--- src/hdl/irtf_pkg.sv ---
`timescale 1ns / 1ps
// ----------------------------------------------------------------------------
// IR thermometer frame receiver - shared definitions
// Frame bytes, byte positions, field widths and the result record.
// ----------------------------------------------------------------------------
package irtf_pkg;

	// field widths
	localparam int BYTE_W   = 8;
	localparam int OFFSET_W = 10;
	localparam int WORD_W   = 16;
	localparam int OBJECT_W = 17;
	localparam int POS_W    = 4;

	// frame constants
	localparam logic [BYTE_W-1:0]   HDR_BYTE     = 8'h5A;
	localparam logic [BYTE_W-1:0]   TYPE_TEMP    = 8'h45;
	localparam logic [BYTE_W-1:0]   LEN_REQUIRED = 8'h04;
	localparam logic [OFFSET_W-1:0] OFFSET_RESET = 10'd168;

	// byte positions within a frame
	localparam logic [POS_W-1:0] POS_HDR0   = 4'd0;
	localparam logic [POS_W-1:0] POS_HDR1   = 4'd1;
	localparam logic [POS_W-1:0] POS_TYPE   = 4'd2;
	localparam logic [POS_W-1:0] POS_LEN    = 4'd3;
	localparam logic [POS_W-1:0] POS_OBJ_HI = 4'd4;
	localparam logic [POS_W-1:0] POS_OBJ_LO = 4'd5;
	localparam logic [POS_W-1:0] POS_AMB_HI = 4'd6;
	localparam logic [POS_W-1:0] POS_AMB_LO = 4'd7;
	localparam logic [POS_W-1:0] POS_CHECK  = 4'd8;

	// one finished result handed from the parser to the output register
	typedef struct packed {
		logic                valid;
		logic [OBJECT_W-1:0] object_temp_centi;
		logic [WORD_W-1:0]   ambient_temp_centi;
	} irtf_result_t;

endpackage

--- src/hdl/irtf_if.sv ---
`timescale 1ns / 1ps
// ----------------------------------------------------------------------------
// IR thermometer frame receiver - channel interfaces
// Byte input channel and temperature result channel, valid/ready.
// ----------------------------------------------------------------------------
interface irtf_byte_if;
	logic       valid;
	logic       ready;
	logic [7:0] rx_byte;

	modport source (output valid, output rx_byte, input ready);
	modport sink   (input valid, input rx_byte, output ready);
endinterface

interface irtf_temp_if;
	logic        valid;
	logic        ready;
	logic [16:0] object_temp_centi;
	logic [15:0] ambient_temp_centi;

	modport source (output valid, output object_temp_centi, output ambient_temp_centi,
		input ready);
	modport sink   (input valid, input object_temp_centi, input ambient_temp_centi,
		output ready);
endinterface

--- src/hdl/ir_temp_frame_receiver.sv ---
`timescale 1ns / 1ps
// ----------------------------------------------------------------------------
// IR thermometer frame receiver - top level
// Parses 0x5A 0x5A framed sensor bytes and emits checked temperature readings.
// ----------------------------------------------------------------------------
// Usage:
//   rx    - byte channel, one received serial byte per request.
//   temp  - result channel: object temperature (word + offset) and ambient
//           temperature, both in hundredths of a degree. One request per good
//           type 0x45 frame; other types, bad lengths and bad checksums give
//           none.
//   cfg_we/cfg_wdata - writes the object offset; change it only while idle.
// Path: the checksum byte passes the input register, then its result is
//   loaded into the result register, which drives temp.valid.
// Throughput: one byte per cycle unless a result is held; the input register
//   feeds the parser, which updates position, checksum and words per byte.
// Reset: parser returns to hunting for a header, the offset goes to 168
//   (1.68 degrees), no result is pending.
// Stall: a pending result waits in the output register; bytes keep flowing
//   while it is taken, and rx.ready drops only while the result is held and
//   the next byte cannot be parsed.
// ----------------------------------------------------------------------------
module ir_temp_frame_receiver (
	input  logic                          clk,
	input  logic                          arst_n,
	irtf_byte_if.sink                     rx,
	irtf_temp_if.source                   temp,
	input  logic                          cfg_we,
	input  logic [irtf_pkg::OFFSET_W-1:0] cfg_wdata
);
	import irtf_pkg::*;

	logic [OFFSET_W-1:0] offset_q;
	logic                slot_free;
	irtf_result_t        res;

	// offset register
	always_ff @(posedge clk or negedge arst_n) begin
		if (!arst_n) begin
			offset_q <= OFFSET_RESET;
		end else if (cfg_we) begin
			offset_q <= cfg_wdata;
		end
	end

	irtf_parser u_parser (
		.clk       (clk),
		.arst_n    (arst_n),
		.rx        (rx),
		.offset    (offset_q),
		.slot_free (slot_free),
		.res       (res)
	);

	irtf_out_reg u_out_reg (
		.clk       (clk),
		.arst_n    (arst_n),
		.res       (res),
		.slot_free (slot_free),
		.temp      (temp)
	);

endmodule

--- src/hdl/irtf_parser.sv ---
`timescale 1ns / 1ps
// ----------------------------------------------------------------------------
// IR thermometer frame receiver - frame parser
// Registers each incoming byte, then walks the frame one byte per cycle
// unless stalled, keeping a running checksum and the two temperature words.
// ----------------------------------------------------------------------------
module irtf_parser (
	input  logic                              clk,
	input  logic                              arst_n,
	irtf_byte_if.sink                         rx,
	input  logic [irtf_pkg::OFFSET_W-1:0]     offset,
	input  logic                              slot_free,
	output irtf_pkg::irtf_result_t            res
);
	import irtf_pkg::*;

	logic              valid_s1;
	logic [BYTE_W-1:0] byte_s1;
	logic              advance;

	logic [POS_W-1:0]  pos_q, pos_d;
	logic [BYTE_W-1:0] sum_q, sum_d;
	logic              type_ok_q, type_ok_d;
	logic [WORD_W-1:0] obj_q, obj_d;
	logic [WORD_W-1:0] amb_q, amb_d;
	logic              emit;

	// held byte moves on when the result slot can take whatever it produces
	assign advance  = valid_s1 && slot_free;
	assign rx.ready = !valid_s1 || advance;

	// input register
	always_ff @(posedge clk or negedge arst_n) begin
		if (!arst_n) begin
			valid_s1 <= 1'b0;
		end else if (rx.ready) begin
			valid_s1 <= rx.valid;
		end
	end

	always_ff @(posedge clk) begin
		if (rx.valid && rx.ready) begin
			byte_s1 <= rx.rx_byte;
		end
	end

	// frame walk: next position, checksum and words
	always_comb begin
		pos_d     = pos_q;
		sum_d     = sum_q + byte_s1;
		type_ok_d = type_ok_q;
		obj_d     = obj_q;
		amb_d     = amb_q;
		case (pos_q)
			POS_HDR1: begin
				pos_d = (byte_s1 == HDR_BYTE) ? POS_TYPE : POS_HDR0;
			end
			POS_TYPE: begin
				type_ok_d = (byte_s1 == TYPE_TEMP);
				pos_d     = POS_LEN;
			end
			POS_LEN: begin
				pos_d = (byte_s1 == LEN_REQUIRED) ? POS_OBJ_HI : POS_HDR0;
			end
			POS_OBJ_HI, POS_OBJ_LO, POS_AMB_HI, POS_AMB_LO: begin
				pos_d = pos_q + 4'd1;
				if (pos_q == POS_OBJ_HI) obj_d[15:8] = byte_s1;
				if (pos_q == POS_OBJ_LO) obj_d[7:0]  = byte_s1;
				if (pos_q == POS_AMB_HI) amb_d[15:8] = byte_s1;
				if (pos_q == POS_AMB_LO) amb_d[7:0]  = byte_s1;
			end
			POS_CHECK: begin
				pos_d = POS_HDR0;
			end
			default: begin
				// first header byte; also recovers from any stray position
				sum_d = byte_s1;
				pos_d = (byte_s1 == HDR_BYTE) ? POS_HDR1 : POS_HDR0;
			end
		endcase
	end

	// parser state
	always_ff @(posedge clk or negedge arst_n) begin
		if (!arst_n) begin
			pos_q <= POS_HDR0;
		end else if (advance) begin
			pos_q <= pos_d;
		end
	end

	always_ff @(posedge clk) begin
		if (advance) begin
			sum_q     <= sum_d;
			type_ok_q <= type_ok_d;
			obj_q     <= obj_d;
			amb_q     <= amb_d;
		end
	end

	// checksum byte of a temperature frame that adds up
	assign emit = advance && (pos_q == POS_CHECK) && type_ok_q && (sum_q == byte_s1);

	always_comb begin
		res.valid              = emit;
		res.object_temp_centi  = {1'b0, obj_q} + {{(OBJECT_W-OFFSET_W){1'b0}}, offset};
		res.ambient_temp_centi = amb_q;
	end

endmodule

--- src/hdl/irtf_out_reg.sv ---
`timescale 1ns / 1ps
// ----------------------------------------------------------------------------
// IR thermometer frame receiver - result register
// Holds one finished result until the receiver takes it.
// ----------------------------------------------------------------------------
module irtf_out_reg (
	input  logic                   clk,
	input  logic                   arst_n,
	input  irtf_pkg::irtf_result_t res,
	output logic                   slot_free,
	irtf_temp_if.source            temp
);
	import irtf_pkg::*;

	logic                valid_q;
	logic [OBJECT_W-1:0] obj_q;
	logic [WORD_W-1:0]   amb_q;

	// free when empty or being drained this cycle
	assign slot_free = !valid_q || temp.ready;

	always_ff @(posedge clk or negedge arst_n) begin
		if (!arst_n) begin
			valid_q <= 1'b0;
		end else if (res.valid) begin
			valid_q <= 1'b1;
		end else if (temp.ready) begin
			valid_q <= 1'b0;
		end
	end

	always_ff @(posedge clk) begin
		if (res.valid) begin
			obj_q <= res.object_temp_centi;
			amb_q <= res.ambient_temp_centi;
		end
	end

	assign temp.valid              = valid_q;
	assign temp.object_temp_centi  = obj_q;
	assign temp.ambient_temp_centi = amb_q;

endmodule

--- src/flat_wrapper.sv ---
// flat-port wrapper written by rule: the top's interface ports become plain ports
module ir_temp_frame_receiver_flat import irtf_pkg::*;
  (clk, arst_n, cfg_we, cfg_wdata, rx_valid, rx_rx_byte, rx_ready, temp_valid, temp_object_temp_centi, temp_ambient_temp_centi, temp_ready);
  irtf_byte_if rx_i ();
  irtf_temp_if temp_i ();
  input  logic clk;
  input  logic arst_n;
  input  logic cfg_we;
  input  logic [irtf_pkg::OFFSET_W-1:0] cfg_wdata;
  input wire logic [$bits(rx_i.valid)-1:0] rx_valid;
  input wire logic [$bits(rx_i.rx_byte)-1:0] rx_rx_byte;
  output wire logic [$bits(rx_i.ready)-1:0] rx_ready;
  output wire logic [$bits(temp_i.valid)-1:0] temp_valid;
  output wire logic [$bits(temp_i.object_temp_centi)-1:0] temp_object_temp_centi;
  output wire logic [$bits(temp_i.ambient_temp_centi)-1:0] temp_ambient_temp_centi;
  input wire logic [$bits(temp_i.ready)-1:0] temp_ready;
  assign rx_i.valid = rx_valid;
  assign rx_i.rx_byte = rx_rx_byte;
  assign rx_ready = rx_i.ready;
  assign temp_valid = temp_i.valid;
  assign temp_object_temp_centi = temp_i.object_temp_centi;
  assign temp_ambient_temp_centi = temp_i.ambient_temp_centi;
  assign temp_i.ready = temp_ready;
  ir_temp_frame_receiver u_core (.clk(clk), .arst_n(arst_n), .rx(rx_i), .temp(temp_i), .cfg_we(cfg_we), .cfg_wdata(cfg_wdata));
endmodule
--- config.mk ---
export PLATFORM = sky130hd
export DESIGN_NAME = ir_temp_frame_receiver_flat
export DESIGN_NICKNAME = d
export VERILOG_FILES = /design/src/hdl/irtf_pkg.sv /design/src/hdl/irtf_if.sv /design/src/hdl/ir_temp_frame_receiver.sv /design/src/hdl/irtf_parser.sv /design/src/hdl/irtf_out_reg.sv /design/src/flat_wrapper.sv
export SDC_FILE = /design/constraint.sdc
export NUM_CORES = 1
export LEC_CHECK = 0
export BUFFER_PORTS_ARGS = -buffer_cell sky130_fd_sc_hd__buf_2
export CORE_ASPECT_RATIO = 0.75
export CORE_MARGIN = 1.5
export CORE_UTILIZATION = 50
export CTS_CLUSTER_SIZE = 12
export DETAILED_ROUTE_END_ITERATION = 8
export GPL_TIMING_DRIVEN = 0
export PLACE_DENSITY = 0.83
export RECOVER_POWER = 25
export SYNTH_ARGS = -nofsm -noshare
export SYNTH_HDL_FRONTEND = slang
export SYNTH_SLANG_ARGS = --single-unit
--- constraint.sdc ---
create_clock -name clk -period 4.1 [get_ports clk]
set_input_delay 0.205 -clock clk [delete_from_list [all_inputs] [get_ports clk]]
set_output_delay 0.205 -clock clk [all_outputs]
set_load 0.02 [all_outputs]
Yosys cells after proc, flatten, opt, wreduce, memory -nomap -nowiden

Cells that the tools add are included.

Register bits: 98
Input port bits: 23
Output and inout bits: 35

$add $sub $neg: 3
Eq/ne operators: 12
Multiplexer cells: 7
Reductions and logical operators: 17

Operator list:

| kind                                           | number |
|---|---|
| case mux 4 bit (5 select lines)                | 1 |
| adder 16 x 10 -> 17 bit                        | 1 |
| == test 4 x 3 -> 1 bit (second input constant) | 4 |
| == test 8 x 7 -> 1 bit (second input constant) | 2 |
| AND reduction 3 bit                            | 4 |
| adder 8 bit                                    | 1 |
| == test 4 x 2 -> 1 bit (second input constant) | 2 |
| == test 8 x 3 -> 1 bit (second input constant) | 1 |
| == test 8 bit                                  | 1 |
| 2-to-1 mux 8 bit                               | 1 |
| OR reduction 8 bit                             | 1 |
| logical AND 1 bit                              | 5 |
| adder 4 x 1 -> 4 bit (second input constant)   | 1 |
| == test 4 x 1 -> 1 bit (second input constant) | 1 |
| == test 4 bit (second input constant)          | 1 |
| OR reduction 4 bit                             | 1 |
| 2-to-1 mux 1 bit                               | 3 |
| 2-to-1 mux 3 bit                               | 1 |
| zero test 1 bit                                | 2 |
| logical OR 1 bit                               | 2 |
| 2-to-1 mux 2 bit                               | 1 |
| AND reduction 2 bit                            | 1 |
| nonzero test 2 bit                             | 1 |

Longest topological paths before layout

Gate-level depths: netlist (run 1).

Word-level depth: 7
Mapped depth: 8
Mapped depth without buffers: 8

Cells and area by module

A second synthesis (run 1) with hierarchy kept.

Cell total of the unflattened synthesis: 298
Area, all modules: 4340.4 µm²

Modules (own cells, without submodules):

| module                 | times used | cells each | area each (µm²) | sequential area each (µm²) |
|---|---|---|---|---|
| irtf_parser            | 1          | 241        | 2886.5          | 1596.5 |
| irtf_out_reg           | 1          | 36         | 1038.5          | 1016.0 |
| ir_temp_frame_receiver | 1          | 21         | 415.4           | 254.0 |

Worst setup path after synthesis (run 1)

OpenSTA, ideal clock, no wires.

Path type: register -> register
From: reg u_core.u_parser.byte_s1[3]
To: reg u_core.u_out_reg.amb_q[0] (netlist: u_core.u_out_reg.temp.ambient_temp_centi[0]) (enable)
Data arrival time: 3.570 ns
Setup slack: 0.086 ns
Cell stages (with the launch flop): 5
Buffers on the path: 0
Period minus slack after synthesis: 4.014 ns
Cells stage by stage: edfxtp_1 > ha_1 > or4b_1 > or4_1 > nor4_2

RTL lines:

| what                   | line               | text |
|---|---|---|
| start, declared        | irtf_parser.sv:18  | `logic [BYTE_W-1:0] byte_s1;` |
| start signal, assigned | irtf_parser.sv:43  | `byte_s1 <= rx.rx_byte;` |
| end signal, assigned   | irtf_out_reg.sv:35 | `amb_q <= res.ambient_temp_centi;` |
| end, declared          | irtf_out_reg.sv:17 | `logic [WORD_W-1:0] amb_q;` |

==> out/qor.yml, run 1 <==
grt:
  grt_pass1_wl_um: 12900
  grt_overflow: 0
  grt_max_degree: 21
  grt_use_total_pct: 18.9
  grt_pass1_vias: 2626
  antenna_found_initial: 0
detailed_routing:
  routed_wl_um: 7960
  drt_iter0_markers: 282
  drc: 0
  vias: 2626
  wire_per_inst_um: 16.8
  ant_nets: 0
  first_pass_iters: 4
  drt-vias-per-instance: 5.54
setup_path:
  endpoint_kind: "flop"
  crit_arrival_ns: 3.25
  r2r-end: "u_core.u_out_reg.temp.object_temp_centi[9]"
  r2r_start: "u_core.u_parser.byte_s1[3]"
  path_class: "flop to flop"
  r2r_cells: 6
  crit_fanout: 18
  start_kind: "flop"
  rrSetupSlack_ns: 0.90
  required_ns: 4.15
synth:
  ys_seq_area_share_pct: 67.0
  syn_area_um2: 4280
  synth_seq_cells: 98
  async_flop_share_pct: 16.3
  syn_inst: 294
  synth_edf_count: 82
  synth_nets: 340
  syn_area_per_cell_um2: 14.5
  ys_warn_count: 0
  yosys-top-cells-area: "edfxtp_1 58%, dfrtp_1 7.6%, ha_1 6.1%"
  synth-main-ff-cell: "edfxtp_1"
  synth_common_cells: "82 x edfxtp_1, 21 x ha_1, 20 x a21oi_1, 17 x nor2_1, 14 x nand2_1"
  synth.most_common_cell: "edfxtp_1"
  synthDistinctLibCells: 49
  post-synth-top-area-fraction_pct: 57.6
  synth.largest_area_cell: "edfxtp_1"
clocking:
  ctsResizeCount: 0
  cts_num_sinks: 98
  cts.clk_slew.worst_paths_ns: 0.07
  postCtsHoldBufs: 1
  post_cts_buffers: 0
  numCtsBuffers: 9
  root_buffer: "clkbuf_16"
  htree_num_levels: 3
  cts_tree: "built"
  clockBufferDepth: 2
  worstSkewPairLatency_ns: 0.34
power:
  p_per_area_nw_per_um2: 480
  power.total_mw: 2.42
  ir_drop_uv: 287
  leakage_nw: 1.95
outcome:
  outcome: "finished clean"
floorplan:
  start_util_pct: 52.8
  die_y_um: 83.1
  die-area_um2: 9120
  pin_count: 58
  die_x_um: 110
  core_um2: 8090
  rows: 28
sta:
  max_clock_freq_mhz: 312
  slew_violations: 0
  finalHoldViolCount: 0
  fin_ws_ns: 0.895
  slew_headroom_pct: 39.6
  fin_skew_ns: 0.00559
  worst_pin_slew_ns: 0.906
  fin_crit_sh_pct: 78.2
  period_needed_ns: 3.20
  rsz0062_at_grt: "no"
  final-setup-viol-count: 0
finish:
  synthToLayoutAreaGrowth_pct: 17.8
  nets: 410
  fill_cells: 595
  multi_input_area_um2: 1360
  layout-drive-gt1-share_pct: 25.2
  design_area_um2: 5040
  register_area_um2: 2870
  fin_util_pct: 62.2
  antennaDiodeCount: 0
placement:
  portBuffers: 56
  dp_hpwl_um: 5560
  dp_slack_ns: 0.883
  globalplace.congestion: 0.922
  placed_cell_area_um2: 4720
min_path:
  hp-start: "rx_rx_byte[0]"
  hold_depth: 1
  hp-class: "input port to flop"
  hold_path_end: "u_core.u_parser.byte_s1[0]"
flow_run:
  cap_violations: 0
cell families (layout without fill, tap and decap cells):
kind of cell               after synthesis  in the layout  synth area share, %
AOI/OAI and AO/OA                       54             54                 7.87
adders and majority gates               23             23                 7.08
muxes                                   14             14                 3.63
buffers and inverters                   13             88                 1.26
DFF                                     98             98                 67.0
xor gates and xnor gates                15             15                 3.07
and+or+nand+nor                         77             77                 10.0
power breakdown:
group / leakage [nW] / internal [mW] / switching (mW)
clock network: 0.149 / 0.434 / 0.399
logic: 0.857 / 0.176 / 0.213
registers: 0.940 / 1.15 / 0.0450
cells in the final DEF (no fill, tap or decap), drive strengths merged, types with 6 or more instances in the layout:
cell type	synthesis	routed
o21ai	11	11
ha	21	21
nand2	14	14
clkbuf	3	13
dfrtp	13	13
nor2b	6	6
edfxtp	82	82
buf	2	59
nor2	17	17
inv	8	10
a21oi	20	20
and3	8	8
xnor2	13	13
mux2	12	12
through the flow:
step                setup TNS, ns  std cells  hold slack [ns]
floorplan                       0        294          -0.0906
global route                    0        474           0.0283
finish                          0        474           0.0347
CTS                             0        474           0.0293
detailed placement              0        457            0.144
global placement           -26.91        455            0.141
metal layers:
| metal | up-vias | track usage, % | routed length (um) |
|---|---|---|---|
| li1 | 1260 | - | - |
| met1 | 1259 | 25.2 | 3460 |
| met2 | 96 | 30.4 | 3860 |
| met3 | 11 | 4.71 | 520 |
| met4 | 0 | 5.79 | 113 |
| met5 | - | 0 | 0 |
flip-flops by register name, indices dropped and copies added, names as in the netlist:
name and cells:
u_core.u_out_reg.temp.ambient_temp_centi 16, u_core.u_parser.pos_q 4, u_core.u_parser.type_ok_q 1, u_core.u_out_reg.temp.object_temp_centi 17, u_core.offset_q 10, u_core.u_parser.byte_s1 8, u_core.u_parser.sum_q 8, u_core.u_out_reg.temp.valid 1
u_core.u_parser.obj_q 16, u_core.u_parser.amb_q 16, u_core.u_parser.valid_s1 1
critical path, cell delays in order, from the launching register on:
cell      delay (ns)
edfxtp_1        0.55
ha_1            0.43
or4b_1          0.52
or4_1           0.46
nor4_4          0.52
buf_8           0.23
buf_6           0.20
cell type report:
class | count | area share (%)
buffer | 5 | 0.472
clock buffer | 9 | 4.47
clock inverter | 7 | 1.61
inverter | 8 | 0.596
multi-input combinational | 183 | 27.1
sequential | 98 | 56.9
tap | 105 | 2.61
timing repair buffer | 59 | 6.26
how the worst max path moves through the flow:
stage	from	to	cells after the start
floorplan	u_core.u_parser.byte_s1[3]	u_core.u_out_reg.temp.ambient_temp_centi[0]	4
global placement	u_core.u_parser.byte_s1[3]	u_core.u_out_reg.temp.object_temp_centi[7]	4
detailed placement	u_core.u_parser.byte_s1[3]	u_core.u_out_reg.temp.object_temp_centi[6]	6
CTS	u_core.u_parser.byte_s1[3]	u_core.u_out_reg.temp.object_temp_centi[6]	6
global route	u_core.u_parser.byte_s1[3]	u_core.u_out_reg.temp.object_temp_centi[8]	6
finish	u_core.u_parser.byte_s1[3]	u_core.u_out_reg.temp.object_temp_centi[9]	6
Power figures use the tool's default switching activity.
==> run 2: changes to the inputs <==
- clock period: 4.1 -> 2.92 ns (I/O delays scaled with it)
==> run 2 against run 1 <==
Maximum frequency is 13% higher. Critical path depth stayed put. Via count is 6.5% higher. Largest power group unchanged. Sequential power is 40% higher. Largest cell class unchanged. Global-route usage is 0.46 points higher.
==> out/qor.yml, run 2 (same netlist as run 1, synthesis figures left out) <==
finish:
  final_common_cell: "edfxtp_1"  # unchanged
  synthToLayoutAreaGrowth_pct: 21.9  # was 17.8%
  nets: 426  # was 410
  fin_util_pct: 64.4  # was 62.2%
  largest_reg_flops: 17  # unchanged
  layout-drive-gt1-share_pct: 26.5  # was 25.2%
  final_cell_mix: "82 x edfxtp_1, 56 x buf_2, 20 x a21oi_1, 20 x ha_1, 17 x nor2_1"  # was 82 x edfxtp_1, 56 x buf_2, 21 x ha_1, 20 x a21oi_1, 17 x nor2_1
  antennaDiodeCount: 0  # unchanged
  design_area_um2: 5210  # was 5040 um^2
grt:
  use_met1_pct: 25.5  # was 25.2%
  grt_pass1_vias: 2715  # was 2626
  grt_pass1_wl_um: 13200  # was 12900 um
  use_met2_pct: 29.8  # was 30.4%
  grt-busiest-layer: "met2"  # unchanged
  grt_overflow: 0  # unchanged
  grt_max_degree: 20  # was 21
  use_met3_pct: 6.59  # was 4.71%
  antenna_found_initial: 0  # unchanged
  grt_use_total_pct: 19.3  # was 18.9%
detailed_routing:
  drt-vias-per-instance: 5.71  # was 5.54
  drc: 0  # unchanged
  vias: 2798  # was 2626
  drt_iter0_markers: 283  # was 282
  ant_nets: 0  # unchanged
  routed_wl_um: 8400  # was 7960 um
  first_pass_iters: 5  # was 4
  wire_per_inst_um: 17.1  # was 16.8 um
clocking:
  htree_num_levels: 3  # unchanged
  cts.clk_slew.worst_paths_ns: 0.07  # about the same
  cts_tree: "built"  # unchanged
  root_buffer: "clkbuf_16"  # unchanged
  cts_num_sinks: 98  # unchanged
  worstSkewPairLatency_ns: 0.34  # about the same
  numCtsBuffers: 9  # unchanged
  clockBufferDepth: 2  # unchanged
placement:
  globalplace.congestion: 0.926  # was 0.922
  dp_hpwl_um: 5610  # was 5560 um
  portBuffers: 56  # unchanged
  dp_slack_ns: -0.177  # was 0.883 ns
  placed_cell_area_um2: 4740  # was 4720 um^2
power:
  leakage_nw: 2.02  # was 1.95 nW
  p_clk_share_pct: 35.3  # was 34.4%
  cellInternalPower_mw: 2.58  # was 1.76 mW
  power_switching_uw: 927  # was 657 uW
  combPwrFrac_pct: 16.9  # was 16.1%
  power.total_mw: 3.51  # was 2.42 mW
  p_per_area_nw_per_um2: 673  # was 480 nW/um^2
  ir_drop_uv: 344  # was 287 uV
  seqPwrFrac_pct: 47.8  # was 49.5%
  netSwitchingFraction_pct: 26.5  # was 27.2%
floorplan:
  die_x_um: 110  # unchanged
  start_util_pct: 52.8  # unchanged
  rows: 28  # unchanged
  die_y_um: 83.1  # unchanged
  pin_count: 58  # unchanged
  die-area_um2: 9120  # unchanged
  core_um2: 8090  # unchanged
sta:
  fin_ws_ns: 0.0794  # was 0.895 ns
  fin_crit_sh_pct: 97.3  # was 78.2%
  timing.hold.ws_ns: 0.00296  # was 0.0347 ns
  finalHoldViolCount: 0  # unchanged
  period_needed_ns: 2.84  # was 3.20 ns
  fin_skew_ns: 0.00546  # was 0.00559 ns
  slew_violations: 0  # unchanged
  max_clock_freq_mhz: 352  # was 312 MHz
  worst_pin_slew_ns: 0.944  # was 0.906 ns
  slew_headroom_pct: 37.1  # was 39.6%
  final-setup-viol-count: 0  # unchanged
setup_path:
  start_kind: "flop"  # unchanged
  path_class: "flop to flop"  # unchanged
  crit_arrival_ns: 2.90  # was 3.25 ns
  required_ns: 2.97  # was 4.15 ns
  r2r_cells: 6  # unchanged
  crit_fanout: 17  # was 18
  rrSetupSlack_ns: 0.08  # was 0.90 ns
  endpoint_kind: "flop"  # unchanged
min_path:
  hp-class: "input port to flop"  # unchanged
  hold_depth: 2  # was 1
outcome:
  outcome: "finished clean"  # unchanged
flow_run:
  cap_violations: 0  # unchanged
[run 2: final cells by class]
cell class / instances / area, um^2
Clock buffer: 9 / 225
Buffer: 5 / 23.8
Clock inverter: 7 / 93.8
Multi-Input combinational cell: 183 / 1380
Sequential cell: 98 / 2870
Fill cell: 569 / 2880
Timing Repair Buffer: 75 / 459
Inverter: 8 / 30.0
Tap cell: 105 / 131
[run 2: final timing paths]
check / from / to
max: u_core.u_parser.byte_s1[1] / u_core.u_out_reg.temp.object_temp_centi[12]
min reg2reg: u_core.u_parser.amb_q[15] / u_core.u_out_reg.temp.ambient_temp_centi[15]
max in group asynchronous: arst_n / u_core.offset_q[1]
min: rx_valid / u_core.u_parser.valid_s1
min in group asynchronous: arst_n / u_core.offset_q[6]
max reg2reg: u_core.u_parser.byte_s1[1] / u_core.u_out_reg.temp.object_temp_centi[12]
[run 2: metal layers]
layer	up-vias	wire [um]
met4	0	128
met5	-	0
met1	1356	3560
li1	1294	-
met3	17	644
met2	131	4070
[run 2: what timing repair did]
item | CTS | global route
pin swaps | 1 | 0
cloned | 0 | 0
hold buffers | 9 | 0
gates resized for setup | 0 | 0
setup endpoints to repair | 17 | 17
buffers inserted | 1 | 7
endpoints found under the hold margin | 21 | 0
[run 2: stage by stage]
step	TNS, ns	cells
finish	0	490
global route	-0.127	490
CTS	0	483
detailed placement	-3.00	457
global placement	-29.61	455
floorplan	-10.43	294
[run 2: critical path: stages (launching register included)]
cell      delay [ns]
edfxtp_1        0.50
ha_1            0.35
or4b_1          0.52
or4_4           0.44
nor4_4          0.34
buf_8           0.20
buf_8           0.18
[run 2: power by group through the flow]
stage	registers (mW)	clock network [mW]	logic, mW
after detailed placement	1.71	0	0.549
final	1.68	1.24	0.594
after floorplan	1.68	0	0.432
after CTS	1.68	1.25	0.565
after global routing	1.68	1.33	0.664
after global placement	1.71	0	0.520
